`src/rtl/pas_pkg.sv`:
```
// Shared types and constants for the priority aging scheduler.
package pas_pkg;

  localparam int unsigned MAX_TASKS_DEF = 16;
  localparam int unsigned NSLOTS = 16;
  localparam int unsigned SLOT_W = 4;
  localparam int unsigned SPRIO_W = 6;
  localparam int unsigned DPRIO_W = 8;
  localparam int unsigned STEP_W = 4;
  localparam int unsigned QUANT_W = 8;
  localparam int unsigned KIND_W = 3;
  localparam int unsigned STAT_W = 3;
  localparam int unsigned CFG_IDX_W = 1;
  localparam int unsigned CFG_DATA_W = 8;

  localparam logic [STEP_W-1:0]  AGING_RESET = 4'd1;
  localparam logic [QUANT_W-1:0] QUANT_RESET = 8'd20;
  localparam logic signed [SPRIO_W-1:0] PRIO_MIN = -6'sd19;
  localparam logic signed [SPRIO_W-1:0] PRIO_MAX = 6'sd19;
  localparam logic signed [DPRIO_W-1:0] DYN_FLOOR = -8'sd128;

  localparam logic [KIND_W-1:0] KIND_ADD    = 3'd0;
  localparam logic [KIND_W-1:0] KIND_REMOVE = 3'd1;
  localparam logic [KIND_W-1:0] KIND_SETPRI = 3'd2;
  localparam logic [KIND_W-1:0] KIND_SCHED  = 3'd3;
  localparam logic [KIND_W-1:0] KIND_TICK   = 3'd4;

  localparam logic [STAT_W-1:0] ST_OK      = 3'd0;
  localparam logic [STAT_W-1:0] ST_BADPRI  = 3'd1;
  localparam logic [STAT_W-1:0] ST_FULL    = 3'd2;
  localparam logic [STAT_W-1:0] ST_NOTASK  = 3'd3;
  localparam logic [STAT_W-1:0] ST_SLOT    = 3'd4;

  localparam logic [CFG_IDX_W-1:0] CFG_AGING   = 1'd0;
  localparam logic [CFG_IDX_W-1:0] CFG_QUANTUM = 1'd1;

endpackage

```
`src/rtl/pas_order.sv`:
```
// Ready list memory in insertion order, with one read port and one write port.
module pas_order #(
  parameter int unsigned DEPTH = pas_pkg::NSLOTS
) (
  input  logic                        clk,
  input  logic                        we,
  input  logic [$clog2(DEPTH)-1:0]    waddr,
  input  logic [pas_pkg::SLOT_W-1:0]  wdata,
  input  logic [$clog2(DEPTH)-1:0]    raddr,
  output logic [pas_pkg::SLOT_W-1:0]  rdata
);

  logic [pas_pkg::SLOT_W-1:0] mem [DEPTH];

  always_ff @(posedge clk) begin
    if (we) begin
      mem[waddr] <= wdata;
    end
    rdata <= mem[raddr];
  end

endmodule

```
`src/rtl/priority_aging_scheduler_core.sv`:
```
// Priority aging scheduler: task table, ready list walk and tick counter.
// Add, set priority, tick and unused kinds go through the execute and readback states;
// remove walks the ready list once, schedule twice (a minimum search pass and an aging
// pass), each entry taking a read state and an update state. Busy stays high meanwhile.
// Requests are taken one at a time, accepted in the done cycle; results cannot stall.
// Reset (rst, synchronous) clears all tasks; aging_step resets to 1, quantum to 20.
module priority_aging_scheduler_core #(
  parameter int unsigned MAX_TASKS = pas_pkg::MAX_TASKS_DEF
) (
  input  logic                                clk,
  input  logic                                rst,
  input  logic                                start,
  output logic                                busy,
  input  logic [pas_pkg::KIND_W-1:0]          kind,
  input  logic [pas_pkg::SLOT_W-1:0]          slot,
  input  logic                                use_current,
  input  logic signed [pas_pkg::SPRIO_W-1:0]  prio,
  input  logic                                cfg_we,
  input  logic [pas_pkg::CFG_IDX_W-1:0]       cfg_index,
  input  logic [pas_pkg::CFG_DATA_W-1:0]      cfg_data,
  output logic                                done,
  output logic [pas_pkg::STAT_W-1:0]          status,
  output logic                                chosen_valid,
  output logic [pas_pkg::SLOT_W-1:0]          chosen_slot,
  output logic                                preempt,
  output logic signed [pas_pkg::SPRIO_W-1:0]  prio_readback
);

  localparam int unsigned LIST_DEPTH =
      (MAX_TASKS < pas_pkg::NSLOTS) ? MAX_TASKS : pas_pkg::NSLOTS;
  localparam int unsigned IDX_W = $clog2(LIST_DEPTH);
  localparam int unsigned CNT_W = $clog2(LIST_DEPTH + 1);
  localparam logic [CNT_W-1:0] CNT_MAX = CNT_W'(LIST_DEPTH);

  typedef enum logic [3:0] {
    S_IDLE, S_EXEC, S_MIN_RD, S_MIN_CMP, S_AGE_RD, S_AGE_UPD,
    S_RM_RD, S_RM_MOV, S_READBACK
  } state_t;

  state_t state;
  logic [pas_pkg::KIND_W-1:0] op_kind;
  logic [pas_pkg::SLOT_W-1:0] op_slot;
  logic op_cur;
  logic signed [pas_pkg::SPRIO_W-1:0] op_prio;

  logic signed [pas_pkg::SPRIO_W-1:0] static_prio [pas_pkg::NSLOTS];
  logic signed [pas_pkg::DPRIO_W-1:0] dynamic_prio [pas_pkg::NSLOTS];
  logic [pas_pkg::NSLOTS-1:0] slot_present;
  logic [CNT_W-1:0] task_count;
  logic [pas_pkg::SLOT_W-1:0] running_slot;
  logic running_valid;
  logic [pas_pkg::QUANT_W-1:0] quantum_left;
  logic [pas_pkg::STEP_W-1:0] aging_step;
  logic [pas_pkg::QUANT_W-1:0] quantum_ticks;

  logic [CNT_W-1:0] idx;
  logic found;
  logic [pas_pkg::SLOT_W-1:0] best;

  logic we;
  logic [IDX_W-1:0] waddr, raddr;
  logic [pas_pkg::SLOT_W-1:0] wdata, rdata;

  logic signed [pas_pkg::DPRIO_W:0] aged;
  logic [pas_pkg::SLOT_W-1:0] tgt;

  pas_order #(.DEPTH(LIST_DEPTH)) u_order (
    .clk(clk), .we(we), .waddr(waddr), .wdata(wdata),
    .raddr(raddr), .rdata(rdata)
  );

  assign busy = (state != S_IDLE);
  assign raddr = idx[IDX_W-1:0];
  assign tgt = op_cur ? running_slot : op_slot;
  assign aged = {dynamic_prio[rdata][pas_pkg::DPRIO_W-1], dynamic_prio[rdata]}
              - $signed({1'b0, {(pas_pkg::DPRIO_W-pas_pkg::STEP_W){1'b0}}, aging_step});

  always_comb begin
    we = 1'b0;
    waddr = task_count[IDX_W-1:0];
    wdata = op_slot;
    if (state == S_EXEC && op_kind == pas_pkg::KIND_ADD && !slot_present[op_slot]
        && task_count < CNT_MAX) begin
      we = 1'b1;
    end else if (state == S_RM_MOV && found) begin
      we = 1'b1;
      waddr = IDX_W'(idx - 1'b1);
      wdata = rdata;
    end
  end

  always_ff @(posedge clk) begin
    done <= 1'b0;
    if (rst) begin
      state <= S_IDLE;
      slot_present <= '0;
      task_count <= '0;
      running_slot <= '0;
      running_valid <= 1'b0;
      quantum_left <= pas_pkg::QUANT_RESET;
      aging_step <= pas_pkg::AGING_RESET;
      quantum_ticks <= pas_pkg::QUANT_RESET;
      idx <= '0;
      found <= 1'b0;
    end else begin
      if (cfg_we) begin
        if (cfg_index == pas_pkg::CFG_AGING) begin
          aging_step <= cfg_data[pas_pkg::STEP_W-1:0];
        end else begin
          quantum_ticks <= cfg_data[pas_pkg::QUANT_W-1:0];
        end
      end
      unique case (state)
        S_IDLE: begin
          if (start) begin
            op_kind <= kind;
            op_slot <= slot;
            op_cur <= use_current;
            op_prio <= prio;
            state <= S_EXEC;
          end
        end
        S_EXEC: begin
          status <= pas_pkg::ST_OK;
          chosen_valid <= 1'b0;
          chosen_slot <= '0;
          preempt <= 1'b0;
          idx <= '0;
          found <= 1'b0;
          state <= S_READBACK;
          case (op_kind)
            pas_pkg::KIND_ADD: begin
              if (slot_present[op_slot]) begin
                status <= pas_pkg::ST_SLOT;
              end else if (task_count >= CNT_MAX) begin
                status <= pas_pkg::ST_FULL;
              end else begin
                slot_present[op_slot] <= 1'b1;
                static_prio[op_slot] <= '0;
                dynamic_prio[op_slot] <= '0;
                task_count <= task_count + 1'b1;
              end
            end
            pas_pkg::KIND_REMOVE: begin
              if (!slot_present[op_slot]) begin
                status <= pas_pkg::ST_SLOT;
              end else begin
                state <= S_RM_RD;
              end
            end
            pas_pkg::KIND_SETPRI: begin
              if (op_prio < pas_pkg::PRIO_MIN || op_prio > pas_pkg::PRIO_MAX) begin
                status <= pas_pkg::ST_BADPRI;
              end else if (op_cur && !running_valid) begin
                status <= pas_pkg::ST_NOTASK;
              end else if (!slot_present[tgt]) begin
                status <= pas_pkg::ST_SLOT;
              end else begin
                static_prio[tgt] <= op_prio;
                dynamic_prio[tgt] <= pas_pkg::DPRIO_W'(op_prio);
              end
            end
            pas_pkg::KIND_SCHED: begin
              if (task_count == '0) begin
                status <= pas_pkg::ST_NOTASK;
              end else begin
                state <= S_MIN_RD;
              end
            end
            pas_pkg::KIND_TICK: begin
              if (running_valid) begin
                if (quantum_left <= 8'd1) begin
                  quantum_left <= '0;
                  preempt <= 1'b1;
                  running_valid <= 1'b0;
                end else begin
                  quantum_left <= quantum_left - 1'b1;
                end
              end
            end
            default: ;
          endcase
        end
        S_MIN_RD: state <= S_MIN_CMP;
        S_MIN_CMP: begin
          if (idx == '0 || dynamic_prio[rdata] < dynamic_prio[best]) begin
            best <= rdata;
          end
          if (idx + 1'b1 >= task_count) begin
            idx <= '0;
            state <= S_AGE_RD;
          end else begin
            idx <= idx + 1'b1;
            state <= S_MIN_RD;
          end
        end
        S_AGE_RD: state <= S_AGE_UPD;
        S_AGE_UPD: begin
          if (rdata != best) begin
            dynamic_prio[rdata] <= (aged < $signed({pas_pkg::DYN_FLOOR[pas_pkg::DPRIO_W-1],
                                     pas_pkg::DYN_FLOOR})) ? pas_pkg::DYN_FLOOR
                                     : aged[pas_pkg::DPRIO_W-1:0];
          end
          if (idx + 1'b1 >= task_count) begin
            dynamic_prio[best] <= pas_pkg::DPRIO_W'(static_prio[best]);
            running_slot <= best;
            running_valid <= 1'b1;
            quantum_left <= quantum_ticks;
            chosen_valid <= 1'b1;
            chosen_slot <= best;
            state <= S_READBACK;
          end else begin
            idx <= idx + 1'b1;
            state <= S_AGE_RD;
          end
        end
        S_RM_RD: state <= S_RM_MOV;
        S_RM_MOV: begin
          if (rdata == op_slot) begin
            found <= 1'b1;
          end
          if (idx + 1'b1 >= task_count) begin
            task_count <= task_count - 1'b1;
            slot_present[op_slot] <= 1'b0;
            if (running_valid && running_slot == op_slot) begin
              running_valid <= 1'b0;
            end
            state <= S_READBACK;
          end else begin
            idx <= idx + 1'b1;
            state <= S_RM_RD;
          end
        end
        S_READBACK: begin
          prio_readback <= '0;
          if (op_cur) begin
            if (running_valid && slot_present[running_slot]) begin
              prio_readback <= static_prio[running_slot];
            end
          end else if (slot_present[op_slot]) begin
            prio_readback <= static_prio[op_slot];
          end
          done <= 1'b1;
          state <= S_IDLE;
        end
        default: state <= S_IDLE;
      endcase
    end
  end

endmodule

```
`config.mk`:
```
export PLATFORM = sky130hd
export DESIGN_NAME = priority_aging_scheduler_core
export DESIGN_NICKNAME = d
export VERILOG_FILES = /design/src/rtl/pas_pkg.sv /design/src/rtl/pas_order.sv /design/src/rtl/priority_aging_scheduler_core.sv
export SDC_FILE = /design/constraint.sdc
export NUM_CORES = 1
export LEC_CHECK = 0
export BUFFER_PORTS_ARGS = -buffer_cell sky130_fd_sc_hd__clkbuf_2
export CELL_PAD_IN_SITES_DETAIL_PLACEMENT = 2
export CELL_PAD_IN_SITES_GLOBAL_PLACEMENT = 2
export CORE_MARGIN = 5
export CORE_UTILIZATION = 40
export DETAILED_ROUTE_END_ITERATION = 8
export PLACE_DENSITY = 0.71
export SLEW_MARGIN = 20
export SYNTH_ARGS = -nofsm -noshare
export SYNTH_HDL_FRONTEND = slang
export SYNTH_SLANG_ARGS = --single-unit
```
`constraint.sdc`:
```
create_clock -name clk -period 12.9 [get_ports clk]
set_input_delay 2.58 -clock clk [delete_from_list [all_inputs] [get_ports clk]]
set_output_delay 2.58 -clock clk [all_outputs]
set_load 0.02 [all_outputs]
```
# Word level (Yosys, flattened, before mapping)
# Memories as Yosys holds them, arrays and structs flattened. A register that Yosys moved wholly into a read port is not among the register bits.
# Index checks and enable logic that the tools add are counted.
[totals]
input_bits = 27
regBits = 90
ramBits = 288
n_memories = 3
[classes]
n_eq_ne = 26
muxes = 104
n_reduce_logical = 39
n_lt_le_gt_ge = 12
bitwise_logic = 5
n_addsub = 6
[memory_table]
columns = ["memory", "words", "word_bits", "rd", "rd_ports_with_merged_regs", "write_ports", "line_no", "rtl"]
rows = [
  ["dynamic_prio", 16, 8, 2, 1, 2, "priority_aging_scheduler_core.sv:47", "logic signed [pas_pkg::DPRIO_W-1:0] dynamic_prio [pas_pkg::NSLOTS];"],
  ["static_prio", 16, 6, 3, 3, 1, "priority_aging_scheduler_core.sv:46", "logic signed [pas_pkg::SPRIO_W-1:0] static_prio [pas_pkg::NSLOTS];"],
  ["u_order.mem", 16, 4, 1, 1, 1, "pas_order.sv:13", "logic [pas_pkg::SLOT_W-1:0] mem [DEPTH];"],
]
[op_table]
columns = ["cell", "n"]
rows = [
  ["4-bit 2-to-1 mux", 19],
  ["16-bit 2-to-1 mux", 4],
  ["8-bit 2-to-1 mux", 7],
  ["1-bit 2-to-1 mux", 41],
  ["16-bit case mux with 2 select lines", 1],
  ["4-bit case mux with 8 select lines", 1],
  ["5-bit 2-to-1 mux", 6],
  ["6-bit 2-to-1 mux", 4],
  ["3-bit 2-to-1 mux", 6],
  ["16-bit bitwise AND", 1],
  ["4-bit by 3-bit == test with 1-bit output, second input constant", 4],
  ["16-bit NOT", 1],
  ["16-bit OR", 1],
  ["4-bit case mux with 2 select lines", 2],
  ["8-bit case mux with 2 select lines", 1],
  ["2-bit AND reduction", 8],
  ["8-bit OR reduction", 2],
  ["4-bit by 5-bit < comparator with 1-bit output, second input constant", 3],
  ["5-bit case mux with 3 select lines", 1],
  ["1-bit binary-select mux with 4-bit select", 3],
  ["2-bit != test, second input constant", 6],
  ["3-bit case mux with 4 select lines", 1],
  ["5-bit by 1-bit adder with 5-bit output, second input constant", 2],
  ["5-bit logical NOT", 2],
  ["other kinds (41)", 65],
]

# Longest topological paths before layout
[logic_depth]
ltp_word = 13
mapped_depth = 16
ltp_nobuf = 13

# By module
# A second synthesis with hierarchy kept.
[unflattened]
cells_unflattened = 1534
area_unflattened_um2 = 21134.0
[modules_own_cells]
columns = ["module", "n_inst", "area_each_um2", "cells_each", "seq_area_each_um2"]
rows = [
  ["priority_aging_scheduler_core", 1, 18467.7, 1404, 9098.7],
  ["pas_order", 1, 2666.3, 130, 2001.9],
]

# Worst setup path before layout
# No wires, ideal clock.
[synth_timing]
path_kind = "input -> register"
from = "in rst"
to = "mem dynamic_prio[7][0] (netlist bit) (enable)"
stages = 9
arrival_time_ps = 5045
setup_slack_ps = 7469
t_required_ps = 12513
setup_ps = 387
path_buffers = 1
path_cell_list = "nor3b_1 nand3_1 or4_1 a31oi_4 buf_2 a21oi_1 a211oi_1 nand2_1 o31ai_1"
[synth_rtl]
columns = ["item", "line_no", "rtl"]
rows = [
  ["from (decl)", "priority_aging_scheduler_core.sv:11", "input logic rst,"],
  ["to (decl)", "priority_aging_scheduler_core.sv:47", ""],
]

==> results.cfg <==
[worst_setup_path]
reg2reg_slack_ns = 7.33
startpoint = rst
crit_path_end_kind = flip-flop
crit_type = input pin to flip-flop
rr_worst_depth = 14
cp-start-kind = input pin
r2r-end = dynamic_prio[9][1]
r2r_start = u_order.rdata[0]
critPathRequiredTime_ns = 13.10
crit_arrival_ns = 6.33
path_max_fanout = 61

[drt]
first_iter_violations = 1181
routedWlPerCell_um = 30.83
drc = 0
vias = 13760
postRouteAntennaNets = 0
first_pass_iters = 5
avgViaCountPerCell = 6.276
wirelength_mm = 67.61

[timing]
maxSlewHeadroom = 0.2079
tightest_slew_ns = 1.188
period_minus_slack_ns = 6.123
final_hold_viol_count = 0
fin_setup_tns_ns = 0
finalCritPeriodShare = 0.4746
finalSetupViolations = 0
finClkSkew_ns = 0.01529
slew_viol_final = 0
max_freq_mhz = 163.3
hold-worst-slack_ns = 0.4643
rsz0062_at_grt = no

[die]
initial_core_util = 0.4013
rows = 84
coreArea_um2 = 52240
die_w_um = 238.9
io_pins = 44
die_h_um = 238.9
dieArea_um2 = 57090

[clock_network]
cts-htree-levels = 2
cts.sinks = 394
ctsLongestPathBuffers = 3
clk_pin_slew_worst_paths_ns = 0.06
holdBufCountCts = 0
post_cts_buffers = 0
cts_tree = built
clk_latency_ns = 0.59
cts_root_buf = clkbuf_16
post_cts_resized = 0
cts_buffers = 46

[placed_design]
portBuffers = 43
dp_hpwl_mm = 47.44
gp_congestion = 0.8332

[layout]
area_growth_pct = 11.16
n_fill_cell = 4954
fin_util = 0.4461
drive_above_1_share = 0.2580
fin_nets = 1525

[synthesis]
yosysSeqAreaShare = 0.5295
yosys_most_used_dff = edfxtp_1
yosysUniqueCellTypes = 72
synth.top_cell.area_share = 0.4598
synth_area_um2 = 20960
synthesis.instances = 1465
ys_top_cells_by_area = edfxtp_1, mux4_2, dfxtp_1
yosysMostFrequentCell = edfxtp_1
syn_nets = 1518
synth_top_area_cell = edfxtp_1
syn_avg_cell_area_um2 = 14.31
ys_async_sr_fraction = 0
yosysWarnings = 0
synth-seq-cells = 394
synth_commonest_cells = edfxtp_1, mux4_2, nor2_1
synth_edf_count = 321

[pwr]
leakage_uw = 0.008650
irDropWorstVdd_mv = 0.1161
powerDensity_nw_per_um2 = 118.6

[hold_path]
hold_path_startpoint = quantum_ticks[7]
whs_endpoint = quantum_ticks[7]
hold_path_class = flip-flop to flip-flop
whs_path_depth = 2

[grt]
grt_pass1_wl_mm = 100.0
grt_use_total = 0.2357
antenna_found_initial = 1
overflow = 0
grt_max_degree = 62
first_global_vias = 15030

[outcome]
outcome = finished clean

[run]
drv_cap = 0
-- cells in the final DEF (no fill, tap or decap), types with 6 or more instances in the layout --
master	n
mux4_2	196
xnor2_1	15
ha_1	24
nand2b_1	18
clkbuf_16	47
dfxtp_2	6
mux2i_1	97
o22ai_1	9
mux2_2	16
edfxtp_1	321
a31oi_1	19
a21o_1	12
inv_1	42
xor2_1	14
buf_4	27
or3_1	6
clkinv_1	10
clkbuf_1	8
o21ai_0	26
a311oi_1	8
clkinv_2	6
a211oi_1	8
nor3_1	20
o21ai_1	11
nor2b_1	15
nand3_1	14
nand4_1	14
dfxtp_1	66
clkbuf_2	43
nand2_1	76
a21oi_1	92
and2_1	16
a21oi_2	7
nor2_1	103
-- sequential cells by signal, indices dropped and copies added, names as in the netlist, 3 cells and up, named ones only --
name,count
op_slot,4
prio_readback,6
static_prio,96
aging_step,4
u_order.rdata,4
quantum_left,8
task_count,5
op_kind,3
running_slot,4
state,4
status,3
idx,5
u_order.mem,64
dynamic_prio,128
op_prio,6
chosen_slot,4
quantum_ticks,8
best,4
-- worst max-delay path by stage --
stage	slack [ns]	end	depth (start not counted)
floorplan	7.47	dynamic_prio[7][0]	9
global placement	6.30	dynamic_prio[9][1]	10
detailed placement	6.10	dynamic_prio[15][6]	10
CTS	6.73	dynamic_prio[15][2]	10
global route	6.58	dynamic_prio[2][6]	10
finish	6.78	dynamic_prio[0][7]	10
-- final cells by class --
type / instances / area, um^2 / area share
flip-flops and latches: 394 / 11110 / 0.4769
multi-input cells: 916 / 9271 / 0.3979
clock buffers: 58 / 1247 / 0.05354
well taps: 688 / 860.8 / 0.03694
repair buffers: 70 / 417.9 / 0.01793
clock inverters: 22 / 224.0 / 0.009612
inverters: 44 / 165.2 / 0.007088
diodes: 1 / 2.502 / 0.0001074
-- logic make-up (layout without fill, tap and decap cells) --
logic type	after synthesis	count (layout)	synth area share
AOI/OAI and AO/OA	231	231	0.07049
xor gates and xnor gates	29	29	0.01212
adders and majority gates	26	26	0.01624
buffers and inverters	155	194	0.02978
DFF	394	394	0.5295
muxes	313	313	0.2682
other	0	1	0
and+or+nand+nor	317	317	0.07365
-- where the power goes --
part / switching [uW] / internal [uW]
Combinational: 49.7 / 30.0
Sequential: 18.9 / 1370
Clock: 534 / 761
Total: 603 / 2160
-- critical path, cell delays in order --
cell,delay [ns]
clkbuf_2,0.08
buf_4,0.30
nor3b_1,0.50
nand3_1,0.12
or4_1,0.49
a31oi_4,0.46
mux2_4,0.41
mux2_4,0.29
or2_4,0.29
o21ai_1,0.75
-- stage by stage --
| stage | setup slack, ns | instance area, um^2 | total power [uW] | instances |
|---|---|---|---|---|
| 6_report | 6.777 | 23300 | 2762 | 2193 |
| 5_1_grt | 6.576 | 23300 | 2856 | 2192 |
| 4_1_cts | 6.733 | 23290 | 2791 | 2192 |
| 3_5_place_dp | 6.095 | 21820 | 1495 | 2112 |
| 3_3_place_gp | 6.301 | 21820 | 1491 | 2112 |
| 2_1_floorplan | 7.469 | 20960 | 1461 | 1465 |
-- per-layer routing --
layer,GRT usage,part of all wire,vias up
met5,0,0,-
met4,0.07678,0.032,0
met3,0.03853,0.055,123
met2,0.4045,0.50,468
met1,0.3081,0.41,7348
li1,-,-,5824
(Power assumes the default switching activity.)
